--- config.mk ---
export PLATFORM = sky130hd
export DESIGN_NAME = rate_limit_delay_shaper
export DESIGN_NICKNAME = d
export VERILOG_FILES = /design/src/design/rlds_pkg.sv /design/src/design/rate_limit_delay_shaper.sv
export VERILOG_INCLUDE_DIRS = /design/src /design/src/design
export SDC_FILE = /design/constraint.sdc
export NUM_CORES = 2
export LEC_CHECK = 0
export BUFFER_PORTS_ARGS = -buffer_cell sky130_fd_sc_hd__buf_2
export CAP_MARGIN = 20
export CORE_UTILIZATION = 45
export CTS_CLUSTER_SIZE = 40
export DETAILED_ROUTE_END_ITERATION = 6
export SLEW_MARGIN = 20
export SYNTH_ARGS = -nofsm -noshare
export SYNTH_HDL_FRONTEND = slang
export SYNTH_SLANG_ARGS = --single-unit
--- constraint.sdc ---
create_clock -name clock -period 20 [get_ports clock]
set_clock_uncertainty 0.2 [all_clocks]
set_input_delay 3 -clock clock [delete_from_list [all_inputs] [get_ports clock]]
set_output_delay 3 -clock clock [all_outputs]
set_load 0.005 [all_outputs]
--- src/design/rate_limit_delay_shaper_defines.svh ---
// Assertion macros for the rate limit delay shaper.
// Each macro expects signals named clock and reset in the calling scope.
`ifndef RATE_LIMIT_DELAY_SHAPER_DEFINES_SVH
`define RATE_LIMIT_DELAY_SHAPER_DEFINES_SVH
`ifndef SYNTHESIS
// Property checked every cycle outside reset.
`define RLDS_ASSERT(lbl, prop) \
   lbl: assert property (@(posedge clock) disable iff (reset) prop) \
      else $error("rlds check failed");
// Antecedent in this cycle implies consequent in the next.
`define RLDS_ASSERT_NEXT(lbl, ante, cons) \
   lbl: assert property (@(posedge clock) disable iff (reset) (ante) |=> (cons)) \
      else $error("rlds sequence check failed");
`else
`define RLDS_ASSERT(lbl, prop)
`define RLDS_ASSERT_NEXT(lbl, ante, cons)
`endif
`endif

--- src/design/rlds_pkg.sv ---
`timescale 1ns / 1ps
`default_nettype none
package rlds_pkg;

   // Register indexes of the configuration port
   localparam logic [2:0] CSR_BANDWIDTH = 3'd0;
   localparam logic [2:0] CSR_DELAY     = 3'd1;
   localparam logic [2:0] CSR_SLOTS     = 3'd2;
   localparam logic [2:0] CSR_BYTES     = 3'd3;
   localparam logic [2:0] CSR_LOSS      = 3'd4;

   // Request and event codes
   localparam logic       REQ_ARRIVAL   = 1'b0;
   localparam logic [1:0] EV_ACCEPT     = 2'd0;
   localparam logic [1:0] EV_DROP       = 2'd1;
   localparam logic [1:0] EV_DELIVER    = 2'd2;
   localparam logic [1:0] DIR_DISCARD   = 2'd3;

   localparam logic [5:0]  RESULT_CAP   = 6'd33;
   localparam logic [32:0] CREDIT_MAX   = 33'h1_FFFF_FFFF;
   localparam logic [20:0] BYTES_MAX    = 21'h1F_FFFF;

   typedef struct packed {
      logic        req_type;
      logic [15:0] packet_length;
      logic [7:0]  packet_tag;
      logic [1:0]  direction;
      logic [30:0] random_value;
   } req_item_type;

   typedef struct packed {
      logic [1:0]  event_kind;
      logic [7:0]  out_tag;
      logic [15:0] out_length;
      logic [1:0]  out_direction;
      logic [31:0] drop_total;
      logic        last;
   } rsp_item_type;

   // Per-slot packet descriptor
   typedef struct packed {
      logic [15:0] length;
      logic [7:0]  tag;
      logic [1:0]  direction;
   } slot_type;

endpackage
`default_nettype wire

--- src/design/rate_limit_delay_shaper.sv ---
`timescale 1ns / 1ps
`default_nettype none
`include "rate_limit_delay_shaper_defines.svh"
// Token bucket shaper followed by a delay line, for one emulated link.
// Requests: pulse start with req_data while busy is low. An arrival gives one
// accepted or dropped event, and when it lands in an empty rate queue it may
// also be delivered at once. A tick adds credit and releases packets.
// Results: rsp_strobe marks each event for exactly one cycle; last flags the
// final event of a request. The receiver cannot stall, so no backpressure.
// Configuration: csr_valid/csr_ready write register csr_index while idle.
// An arrival that is dropped or queued behind others goes straight to the close.
// A queue walk makes a read step and an update step for each packet moved from
// the rate queue to the delay queue and each packet delivered, as the slot
// memories have a registered read that must precede each update.
// Each result is held until the next one is found or the walk closes, then
// leaves through an output register; the final one is strobed in the cycle
// after the closing cycle. Items are processed one at a time.
// Reset: all queues empty, credit and drop count zero, registers at their
// defaults (no rate limit, no delay, 32 slots, no byte limit, no loss).
module rate_limit_delay_shaper #(
   parameter int QUEUE_SLOTS      = 32,
   parameter int TICKS_PER_SECOND = 100
) (
   input  wire                     clock,
   input  wire                     reset,
   input  wire                     start,
   output logic                    busy,
   input  wire rlds_pkg::req_item_type req_data,
   output logic                    rsp_strobe,
   output rlds_pkg::rsp_item_type  rsp_data,
   input  wire                     csr_valid,
   output logic                    csr_ready,
   input  wire [2:0]               csr_index,
   input  wire [30:0]              csr_data
);
   import rlds_pkg::*;

   localparam int PW = $clog2(QUEUE_SLOTS);
   localparam int CW = $clog2(QUEUE_SLOTS + 1);
   localparam int MW = $clog2(8 * TICKS_PER_SECOND + 1);
   localparam logic [MW-1:0] NEED_MUL = MW'(8 * TICKS_PER_SECOND);

   typedef enum logic [5:0] {
      ST_IDLE     = 6'b000001,
      ST_RATE_RD  = 6'b000010,
      ST_RATE_CHK = 6'b000100,
      ST_DLY_RD   = 6'b001000,
      ST_DLY_CHK  = 6'b010000,
      ST_DONE     = 6'b100000
   } state_type;

   state_type state_ff, state_in;

   // Configuration registers
   logic [30:0] bw_ff, loss_ff;
   logic [15:0] dt_ff;
   logic [5:0]  slot_lim_ff;
   logic [20:0] byte_lim_ff;

   // Queue state
   logic [PW-1:0] dh_ff, dh_in, rh_ff, rh_in, tail_ff, tail_in;
   logic [CW-1:0] rc_ff, rc_in, dc_ff, dc_in;
   logic [20:0]   rb_ff, rb_in;
   logic [32:0]   credit_ff, credit_in;
   logic [15:0]   tsi_ff, tsi_in;
   logic [31:0]   drops_ff, drops_in;
   logic          imm_ff, imm_in, dec_ff, dec_in;
   logic [5:0]    n_ff, n_in;

   // Pending result and output register
   logic          pend_valid_ff, pend_valid_in;
   rsp_item_type  pend_ff, pend_in;
   logic          strobe_ff, strobe_in;
   rsp_item_type  rsp_ff, rsp_in;

   // Slot memories
   slot_type      pay_mem [QUEUE_SLOTS];
   logic [16:0]   dly_mem [QUEUE_SLOTS];
   slot_type      pay_rd_ff;
   logic [16:0]   dly_rd_ff;
   logic [PW-1:0] rd_addr;
   logic          pay_we, dly_we;
   logic [PW-1:0] dly_waddr;
   logic [16:0]   dly_wdata;

   // Helper values
   logic [15+MW:0] need_prod;
   logic [32:0]    need;
   logic [33:0]    credit_sum;
   logic [21:0]    bytes_sum;
   logic           drop;
   logic [16:0]    dly_eff;
   logic [16:0]    d_rel;
   rsp_item_type   new_rsp;

   function automatic logic [PW-1:0] next_slot(input logic [PW-1:0] p);
      next_slot = (p == PW'(QUEUE_SLOTS - 1)) ? '0 : p + 1'b1;
   endfunction

   assign busy      = (state_ff != ST_IDLE);
   assign csr_ready = ~busy;
   assign rsp_strobe = strobe_ff;
   assign rsp_data   = rsp_ff;
   assign rd_addr    = (state_ff == ST_RATE_RD) ? rh_ff : dh_ff;

   // Credit needed by the packet at the rate head
   assign need_prod  = pay_rd_ff.length * NEED_MUL;
   assign need       = 33'(need_prod);
   assign credit_sum = {1'b0, credit_ff} + 34'(bw_ff);
   assign bytes_sum  = 22'(req_data.packet_length) + 22'(rb_ff);

   // Admission check for an arrival
   assign drop = (loss_ff != '0 && req_data.random_value < loss_ff) ||
                 (slot_lim_ff != '0 && 7'(rc_ff) >= 7'(slot_lim_ff)) ||
                 (byte_lim_ff != '0 && bytes_sum > 22'(byte_lim_ff)) ||
                 (7'(rc_ff) + 7'(dc_ff) >= 7'(QUEUE_SLOTS));

   // Delay seen at the head after this tick's decrement
   assign dly_eff = (dec_ff && dly_rd_ff != '0) ? dly_rd_ff - 1'b1 : dly_rd_ff;
   // Delay stamped on a packet leaving the rate queue
   assign d_rel = (!imm_ff && tsi_ff != '0 && dc_ff == '0) ?
                  17'(tsi_ff) + 17'd1 : 17'(tsi_ff);

   // Control and datapath
   always_comb begin
      state_in      = state_ff;
      dh_in         = dh_ff;
      rh_in         = rh_ff;
      tail_in       = tail_ff;
      rc_in         = rc_ff;
      dc_in         = dc_ff;
      rb_in         = rb_ff;
      credit_in     = credit_ff;
      tsi_in        = tsi_ff;
      drops_in      = drops_ff;
      imm_in        = imm_ff;
      dec_in        = dec_ff;
      n_in          = n_ff;
      pend_valid_in = pend_valid_ff;
      pend_in       = pend_ff;
      strobe_in     = 1'b0;
      rsp_in        = rsp_ff;
      pay_we        = 1'b0;
      dly_we        = 1'b0;
      dly_waddr     = tail_ff;
      dly_wdata     = '0;
      new_rsp       = '0;

      case (state_ff)
         ST_IDLE: begin
            if (csr_valid && csr_index == CSR_DELAY) begin
               tsi_in = csr_data[15:0];
            end
            if (start) begin
               n_in = '0;
               if (req_data.req_type != REQ_ARRIVAL) begin
                  // Tick: refill credit unless the rate queue is empty and credit already holds a tick's bandwidth
                  if (rc_ff != '0 || credit_ff < 33'(bw_ff)) begin
                     credit_in = (credit_sum > 34'(CREDIT_MAX)) ? CREDIT_MAX :
                                 credit_sum[32:0];
                  end
                  tsi_in = (dc_ff == '0) ? dt_ff :
                           ((tsi_ff < dt_ff) ? tsi_ff + 1'b1 : tsi_ff);
                  imm_in = 1'b0;
                  dec_in = 1'b1;
                  if (rc_ff != '0)      state_in = ST_RATE_RD;
                  else if (dc_ff != '0) state_in = ST_DLY_RD;
                  else                  state_in = ST_DONE;
               end else if (drop) begin
                  drops_in      = drops_ff + 1'b1;
                  pend_valid_in = 1'b1;
                  pend_in       = '{EV_DROP, req_data.packet_tag,
                                    req_data.packet_length, req_data.direction,
                                    drops_ff + 1'b1, 1'b0};
                  state_in      = ST_DONE;
               end else begin
                  pay_we        = 1'b1;
                  dly_we        = 1'b1;
                  tail_in       = next_slot(tail_ff);
                  rc_in         = rc_ff + 1'b1;
                  rb_in         = bytes_sum > 22'(BYTES_MAX) ? BYTES_MAX :
                                  bytes_sum[20:0];
                  pend_valid_in = 1'b1;
                  pend_in       = '{EV_ACCEPT, req_data.packet_tag,
                                    req_data.packet_length, req_data.direction,
                                    drops_ff, 1'b0};
                  n_in          = 6'd1;
                  if (rc_ff == '0) begin
                     // Empty rate queue: move at once, no tick adjustments
                     tsi_in   = (dc_ff == '0) ? dt_ff : tsi_ff;
                     imm_in   = 1'b1;
                     dec_in   = 1'b0;
                     state_in = ST_RATE_RD;
                  end else begin
                     state_in = ST_DONE;
                  end
               end
            end
         end

         ST_RATE_RD: state_in = ST_RATE_CHK;

         // Release the rate head if credit covers it
         ST_RATE_CHK: begin
            if (bw_ff == '0 || credit_ff >= need) begin
               if (bw_ff != '0) credit_in = credit_ff - need;
               rc_in     = rc_ff - 1'b1;
               rb_in     = (rb_ff >= 21'(pay_rd_ff.length)) ?
                           rb_ff - 21'(pay_rd_ff.length) : '0;
               tsi_in    = '0;
               dly_we    = 1'b1;
               dly_waddr = rh_ff;
               dly_wdata = d_rel;
               dc_in     = dc_ff + 1'b1;
               rh_in     = next_slot(rh_ff);
               state_in  = (rc_ff > CW'(1)) ? ST_RATE_RD : ST_DLY_RD;
            end else begin
               state_in  = (dc_ff != '0) ? ST_DLY_RD : ST_DONE;
            end
         end

         ST_DLY_RD: state_in = ST_DLY_CHK;

         // Decrement the head once per tick, deliver expired heads
         ST_DLY_CHK: begin
            dec_in = 1'b0;
            if (dec_ff && dly_rd_ff != '0) begin
               dly_we    = 1'b1;
               dly_waddr = dh_ff;
               dly_wdata = dly_eff;
            end
            if (dly_eff == '0 && n_ff < RESULT_CAP) begin
               dh_in = next_slot(dh_ff);
               dc_in = dc_ff - 1'b1;
               if (pay_rd_ff.direction != DIR_DISCARD) begin
                  new_rsp = '{EV_DELIVER, pay_rd_ff.tag, pay_rd_ff.length,
                              pay_rd_ff.direction, drops_ff, 1'b0};
                  n_in    = n_ff + 1'b1;
                  if (pend_valid_ff) begin
                     strobe_in = 1'b1;
                     rsp_in    = pend_ff;
                  end
                  pend_valid_in = 1'b1;
                  pend_in       = new_rsp;
               end
               state_in = (dc_ff > CW'(1)) ? ST_DLY_RD : ST_DONE;
            end else begin
               state_in = ST_DONE;
            end
         end

         // Flush the final result with last set
         ST_DONE: begin
            if (pend_valid_ff) begin
               strobe_in   = 1'b1;
               rsp_in      = pend_ff;
               rsp_in.last = 1'b1;
            end
            pend_valid_in = 1'b0;
            state_in      = ST_IDLE;
         end

         default: state_in = ST_IDLE;
      endcase
   end

   // Control registers
   always_ff @(posedge clock) begin
      if (reset) begin
         state_ff      <= ST_IDLE;
         dh_ff         <= '0;
         rh_ff         <= '0;
         tail_ff       <= '0;
         rc_ff         <= '0;
         dc_ff         <= '0;
         rb_ff         <= '0;
         credit_ff     <= '0;
         tsi_ff        <= '0;
         drops_ff      <= '0;
         imm_ff        <= 1'b0;
         dec_ff        <= 1'b0;
         n_ff          <= '0;
         pend_valid_ff <= 1'b0;
         strobe_ff     <= 1'b0;
      end else begin
         state_ff      <= state_in;
         dh_ff         <= dh_in;
         rh_ff         <= rh_in;
         tail_ff       <= tail_in;
         rc_ff         <= rc_in;
         dc_ff         <= dc_in;
         rb_ff         <= rb_in;
         credit_ff     <= credit_in;
         tsi_ff        <= tsi_in;
         drops_ff      <= drops_in;
         imm_ff        <= imm_in;
         dec_ff        <= dec_in;
         n_ff          <= n_in;
         pend_valid_ff <= pend_valid_in;
         strobe_ff     <= strobe_in;
      end
   end

   // Payload registers
   always_ff @(posedge clock) begin
      pend_ff <= pend_in;
      rsp_ff  <= rsp_in;
   end

   // Configuration writes
   always_ff @(posedge clock) begin
      if (reset) begin
         bw_ff       <= '0;
         dt_ff       <= '0;
         slot_lim_ff <= 6'd32;
         byte_lim_ff <= '0;
         loss_ff     <= '0;
      end else if (csr_valid && csr_ready) begin
         case (csr_index)
            CSR_BANDWIDTH: bw_ff       <= csr_data;
            CSR_DELAY:     dt_ff       <= csr_data[15:0];
            CSR_SLOTS:     slot_lim_ff <= csr_data[5:0];
            CSR_BYTES:     byte_lim_ff <= csr_data[20:0];
            CSR_LOSS:      loss_ff     <= csr_data;
            default: ;
         endcase
      end
   end

   // Slot memories: one write port each, registered read
   always_ff @(posedge clock) begin
      if (pay_we) begin
         pay_mem[tail_ff] <= '{req_data.packet_length, req_data.packet_tag,
                               req_data.direction};
      end
      if (dly_we) begin
         dly_mem[dly_waddr] <= dly_wdata;
      end
      pay_rd_ff <= pay_mem[rd_addr];
      dly_rd_ff <= dly_mem[rd_addr];
   end

   // Checks
   `RLDS_ASSERT(a_ring_bound, (7'(rc_ff) + 7'(dc_ff) <= 7'(QUEUE_SLOTS)))
   `RLDS_ASSERT(a_no_pend_idle, !(state_ff == ST_IDLE && pend_valid_ff))
   `RLDS_ASSERT_NEXT(a_start_busy, start && !busy, busy)
   `RLDS_ASSERT_NEXT(a_strobe_src, strobe_in, rsp_strobe && $past(busy))

endmodule
`default_nettype wire
### Word level (Yosys, flattened, before mapping)

Memories as Yosys holds them, arrays and structs flattened. A register that Yosys moved wholly into a read port is not among the register bits.
Index checks and enable logic that the tools add are counted.
W data, S select, Z words.

| word-level totals | value |
|---|---|
| register bits after elaboration | 372 |
| logic and storage cells | 252 |
| bits in writable memories | 1,376 |
| bits of input ports | 96 |
| memories kept | 2 |
| output and inout bits | 64 |

Memories:

| name | words | width | rd ports | clocked after memory_dff | wr ports | line | source |
|---|---|---|---|---|---|---|---|
| pay_mem | 32 | 26 | 1 | 1 | 1 | rate_limit_delay_shaper.sv:77 | `slot_type pay_mem [QUEUE_SLOTS];` |
| dly_mem | 32 | 17 | 1 | 1 | 1 | rate_limit_delay_shaper.sv:78 | `logic [16:0] dly_mem [QUEUE_SLOTS];` |

| operators by class | value |
|---|---|
| $mul | 1 |
| bitwise gates (word level) | 3 |
| $lt $le $gt $ge | 13 |
| multiplexer cells | 100 |
| equal/unequal tests | 31 |
| add/subtract/negate cells | 17 |
| reductions and logical operators | 53 |

Operators by type and width:

| kind | count |
|---|---|
| $mux W61 | 8 |
| $pmux W61 S2 | 2 |
| $mux W33 | 6 |
| $mux W16 | 9 |
| $mux W21 | 6 |
| $mux W6 | 18 |
| $mux W17 | 4 |
| $pmux W33 S2 | 1 |
| $reduce_bool A31 Y1 | 2 |
| $mux W60 | 1 |
| $pmux W21 S2 | 1 |
| $pmux W6 S2 | 3 |
| $add A33 B31 Y34 | 1 |
| $gt A34 B33 Y1 const B | 1 |
| $pmux W17 S2 | 1 |
| $ge A33 B26 Y1 | 1 |
| $lt A33 B31 Y1 | 1 |
| $sub A33 B26 Y33 | 1 |
| $add A32 B1 Y32 const B | 1 |
| $pmux W16 S2 | 1 |
| $logic_not A31 Y1 | 1 |
| $lt A31 B31 Y1 | 1 |
| $mux W5 | 6 |
| $pmux W6 S5 | 1 |
| other kinds (56) | 140 |

### Logic depth before layout (Yosys ltp)

| logic depth | value |
|---|---|
| depth after elaboration | 11 |
| mapped depth | 28 |
| depth with buffers taken out | 26 |

### Worst setup path before layout

No wires, ideal clock.

| timing path | value |
|---|---|
| path type | input-to-reg |
| start | input port req_data[41] (netlist bit) |
| end | memory pay_mem[15][0] (netlist bit) (enable) |
| path slack | 10.852 ns |
| library setup time | 0.442 ns |
| required time | 19.358 ns |
| data arrival time | 8.506 ns |
| cell stages on the path | 20 |
| buffers on the path | 0 |
| cell sequence | ha_1 -> fa_1 -> a211oi_1 -> o21bai_1 -> a31oi_1 -> a211oi_1 -> o41a_1 -> a21bo_2 -> nand2_1 -> xnor2_1 -> ha_1 -> a21oi_1 -> nand3_1 -> nor2_1 -> mux2_2 -> a31oi_1 -> o31a_1 -> nor3_4 -> nand2_1 -> nor3_1 |

| on the way | value |
|---|---|
| word-level cells in the longest chain between the ends | 11 |

RTL lines:

| item | line | source |
|---|---|---|
| start: declaration | rate_limit_delay_shaper.sv:28 | `input wire rlds_pkg::req_item_type req_data,` |
| $add A16 B21 Y22 | rate_limit_delay_shaper.sv:110 | `assign bytes_sum = 22'(req_data.packet_length) + 22'(rb_ff);` |
| $gt A22 B21 Y1 | rate_limit_delay_shaper.sv:115 | `(byte_lim_ff != '0 && bytes_sum > 22'(byte_lim_ff)) \|\|` |
| $logic_and A1 B1 Y1 | rate_limit_delay_shaper.sv:115 |  |
| $logic_or A1 B1 Y1 | rate_limit_delay_shaper.sv:114 | `(slot_lim_ff != '0 && 7'(rc_ff) >= 7'(slot_lim_ff)) \|\|` |
| $logic_or A1 B1 Y1 | rate_limit_delay_shaper.sv:115 |  |
| $mux W1 | rate_limit_delay_shaper.sv:169 | `end else if (drop) begin` |
| $mux W1 | rate_limit_delay_shaper.sv:156 | `if (req_data.req_type != REQ_ARRIVAL) begin` |
| $mux W1 | rate_limit_delay_shaper.sv:154 | `if (start) begin` |
| $mux W1 | rate_limit_delay_shaper.sv:149 | `case (state_ff)` |
| $mux W1 | rate_limit_delay_shaper.sv:332 | `if (pay_we) begin` |
| $mux W1 (implied by the code) | rate_limit_delay_shaper.sv:333 | `pay_mem[tail_ff] <= '{req_data.packet_length, req_data.packet_tag,` |
| end: declaration | rate_limit_delay_shaper.sv:77 |  |

No other way between the ends.

### Worst setup path in the final report

| timing path | value |
|---|---|
| start | input port req_data[44] (netlist bit) |
| end | memory dly_mem[5][16] (enable) |

| on the way | value |
|---|---|
| word-level cells in the longest chain between the ends | 11 |

RTL lines:

| item | line | source |
|---|---|---|
| $add A16 B21 Y22 | rate_limit_delay_shaper.sv:110 |  |
| $gt A22 B21 Y1 | rate_limit_delay_shaper.sv:115 |  |
| $logic_and A1 B1 Y1 | rate_limit_delay_shaper.sv:115 |  |
| $logic_or A1 B1 Y1 | rate_limit_delay_shaper.sv:114 |  |
| $logic_or A1 B1 Y1 | rate_limit_delay_shaper.sv:115 |  |
| $mux W1 | rate_limit_delay_shaper.sv:169 |  |
| $mux W1 | rate_limit_delay_shaper.sv:156 |  |
| $mux W1 | rate_limit_delay_shaper.sv:154 |  |
| $pmux W1 S3 | rate_limit_delay_shaper.sv:149 |  |
| $mux W1 | rate_limit_delay_shaper.sv:336 | `if (dly_we) begin` |
| $mux W1 (implied by the code) | rate_limit_delay_shaper.sv:337 | `dly_mem[dly_waddr] <= dly_wdata;` |
| end: declaration | rate_limit_delay_shaper.sv:78 |  |

No other way between the ends.

==> results.json <==
{
  "post_synth_fa_ha_maj_area_fraction_pct": 4.60,
  "num_io_pins": 160,
  "setup.worst_path.end_class": "flip-flop",
  "drt_wl_total_um": 211000,
  "timing.critical_path.cells": "buf_2 > ha_1 > a21oi_1 > nor2b_1 > a311o_1 > a31o_2 > a21oi_1 > o21ai_0 > xor2_1 > ha_1 > nand4_1 > nor4_1 > mux2_2 > a31oi_1 > o31ai_4 > a31oi_4 > a22oi_1 > nand2_1 > nor2_1 > buf_4",
  "dieArea_sq_um": 179000,
  "cp_slowest_stage_delay_ns": 0.70,
  "synth_compound_gate_area_share_pct": 6.56,
  "slew_viol_final": 0,
  "placeableCoreArea_sq_um": 175000,
  "ys.flop_type": "edfxtp_1",
  "worst-path-max-fanout": 34,
  "synth.distinct_cells": 109,
  "clock-sinks": 1790,
  "cts_hold_buffers": 0,
  "vias_per_cell": 5.81,
  "grt_first_pass_wirelength_um": 313000,
  "number_of_antenna_violations_at_the_first_check_in_global_routing": 6,
  "tightest_slew_ns": 1.17,
  "synthSimpleGateAreaFrac_pct": 10.2,
  "overall_routing_resource_usage_pct": 23.4,
  "yosysTopAreaCell": "edfxtp_1",
  "first_pass_iters": 7,
  "share_of_synthesized_area_occupied_by_flip_flops_and_latches_pct": 63.8,
  "dp_hpwl_um": 134000,
  "detail_route.wl_per_cell_um": 25.1,
  "endpoint_required_time_on_the_critical_path_ns": 20.33,
  "report.final.hold_viol_count": 0,
  "cts_buffer_depth": 3,
  "cts.root.buffer_cell": "clkbuf_16",
  "grt_max_degree": 110,
  "final.min_clock_period_ns": 9.43,
  "most_frequent_cells_after_synthesis": "1497 x edfxtp_1, 861 x nand2_1, 344 x mux4_2",
  "critPathLaunchType": "input port",
  "synth_warnings": 0,
  "numPortBuffers": 159,
  "criticalPathCategory": "in2reg",
  "globalplace.congestion": 0.878,
  "drc": 5,
  "power_per_cell_area_nw_per_um2": 106,
  "postSynthCellCount": 5760,
  "worst_setup_hold_path_clk_slew_ns": 0.06,
  "slew_headroom_pct": 21.8,
  "synth_xor_xnor_area_share_pct": 2.11,
  "postCtsSetupRepairBufs": 0,
  "synth.avg_cell_area_sq_um": 13.8,
  "yosysTopAreaCellShare_pct": 56.5,
  "post_synth_instance_area_sq_um": 79600,
  "tritoncts": "built",
  "synthTopCellsByArea": "edfxtp_1 56%, mux4_2 9.7%, dfxtp_1 7.4%",
  "syn_to_final_growth_pct": 12.5,
  "nets": 6309,
  "effective_utilization_at_floorplan_pct": 45.5,
  "vias_in_the_first_global_route": 47900,
  "synth_top_family_by_area": "simple AND/OR/NAND/NOR gates",
  "synthArstFlopShare_pct": 0,
  "postCtsResizedCells": 0,
  "synthesis.nets": 6139,
  "layout.core_utilization_pct": 51.2,
  "synth.most_common_cell": "edfxtp_1",
  "failed_checks": "design-rule violations",
  "p_leak_nw": 31.4,
  "proportion_of_synthesized_area_in_mux_cells_pct": 10.1,
  "path_buf_inv": 2,
  "worstHoldPathType": "reg2reg",
  "fin_tns_setup_ns": 0,
  "ctsHtreeMaxLevel": 4,
  "timing.max_cap.violations": 0,
  "global_route.overflow_total": 0,
  "number_of_enable_type_register_cells_in_the_synthesized_netlist": 1497,
  "clock_insertion_delay_at_the_later_pin_of_the_skew_report_ns": 0.85,
  "outcome": "finished, violations left",
  "floorplan.die.height_um": 423,
  "die_width_um": 423,
  "initial_drt_markers": 5162,
  "fp-row-count": 153,
  "routed_via_count": 48800,
  "ant_nets": 0,
  "critPathSlowestCell": "buf_2",
  "min_period_over_period_pct": 47.2,
  "max_freq_ghz": 0.106,
  "worst-endpoint-arrival_ns": 9.76,
  "cp_top_family": "compound AO/OA/AOI/OAI gates",
  "cts-buffers-inserted": 185,
  "power.ir.vdd_worst_v": 0.0000837,
  "layout-drive-gt1-share_pct": 16.5,
  "grt_setup_unrepaired": "no",
  "finalSetupViolations": 0,
  "synth_seq_cells": 1790
}
cell usage in the layout, fill, tap and decap left out, drive strengths merged, types with 111 or more instances in the layout:
master / count
edfxtp: 1497
nand2: 861
mux4: 344
a21oi: 298
dfxtp: 293
nor2: 284
nand3: 281
ha: 267
buf: 267
inv: 245
clkbuf: 232
o21ai: 184
xnor2: 111
routing by layer:
layer	wire length (um)	track usage [%]	part of all wire [%]	vias to the layer above
li1	-	-	-	22100
met1	91900	33.4	44	24700
met2	99600	37.0	47	1770
met3	14000	3.73	6.7	278
met4	5180	6.39	2.5	0
met5	0	0	0	-
through the flow:
stage | instances | hold slack [ns] | instance area, sq um | setup slack, ns | power, mW
6_report | 8411 | 0.217 | 89600 | 10.57 | 9.52
5_1_grt | 8409 | 0.223 | 89500 | 10.28 | 9.92
4_1_cts | 8405 | 0.212 | 89400 | 10.70 | 9.56
3_5_place_dp | 8064 | 0.205 | 83400 | 9.83 | 6.17
3_3_place_gp | 8064 | 0.201 | 83400 | 9.96 | 6.14
2_1_floorplan | 5760 | 0.200 | 79600 | 10.85 | 5.60
sequential cells by signal, summed over array words and instances (netlist names), 6 cells and up:
register	cells
byte_lim_ff	21
dly_rd_ff	17
drops_ff	32
credit_ff	33
slot_lim_ff	6
pay_mem	832
pend_ff	60
loss_ff	31
pay_rd_ff	26
dly_mem	544
n_ff	6
dc_ff	6
tsi_ff	16
state_ff	6
rc_ff	6
rsp_data	61
dt_ff	16
rb_ff	21
bw_ff	31
power by group:
part           switching (mW)  leakage [nW]  internal [mW]
Clock                    1.48          2.92           1.92
Combinational            1.15          12.5          0.652
Sequential              0.132          16.0           4.18
Total                    2.77          31.4           6.75
path summary, 6_finish.rpt:
kind	start	slack (ns)	cells past startpoint	endpoint
worst min-delay path	pend_ff[59]$_SDFFCE_PP0P_	0.22	0	rsp_data[59]$_DFFE_PP_
worst max register to register	pay_rd_ff[13]$_DFF_P_	11.49	27	dly_mem[4][12]$_DFFE_PP_
worst min register to register	pend_ff[59]$_SDFFCE_PP0P_	0.22	0	rsp_data[59]$_DFFE_PP_
worst max-delay path	req_data[44]	10.57	20	dly_mem[5][16]$_DFFE_PP_
final cells by class:
| cell class | instances | area [sq um] |
|---|---|---|
| Antenna cell | 2 | 5.00 |
| Timing Repair Buffer | 267 | 1710 |
| Multi-Input combinational cell | 3447 | 27200 |
| Tap cell | 2325 | 2910 |
| Fill cell | 14600 | 85200 |
| Clock inverter | 109 | 1140 |
| Clock buffer | 232 | 4870 |
| Sequential cell | 1790 | 50800 |
| Inverter | 239 | 897 |
cell families (layout without fill, tap and decap cells):
group / Yosys count / after routing
flip-flops: 1790 / 1790
AND/OR/NAND/NOR: 1777 / 1777
AO/OA/AOI/OAI: 825 / 825
buffers and inverters: 523 / 847
multiplexers: 370 / 370
adder cells (fa/ha/maj): 283 / 283
XOR/XNOR: 192 / 192
other: 0 / 2
worst reg2reg max path, cell delays in order (launching register included):
cell and delay [ns]:
dfxtp_1 0.45, ha_1 0.28, ha_1 0.28, inv_1 0.05, fa_1 0.50, inv_1 0.04, ha_1 0.33, nor2b_1 0.14
o21ai_0 0.24, a21oi_1 0.12, o21ai_0 0.32, a211o_1 0.21, nand3_1 0.07, o211ai_1 0.19, o21ai_0 0.18, o311a_1 0.41
ha_1 0.39, nand3_1 0.12, nor3_1 0.11, a2111oi_1 0.82, and2_1 0.30, a31oi_2 0.10, buf_4 0.24, a22o_1 0.25
a21oi_1 0.29, nand2_1 0.43, nor2_1 0.85, buf_4 0.31
(Power assumes the default switching activity.)
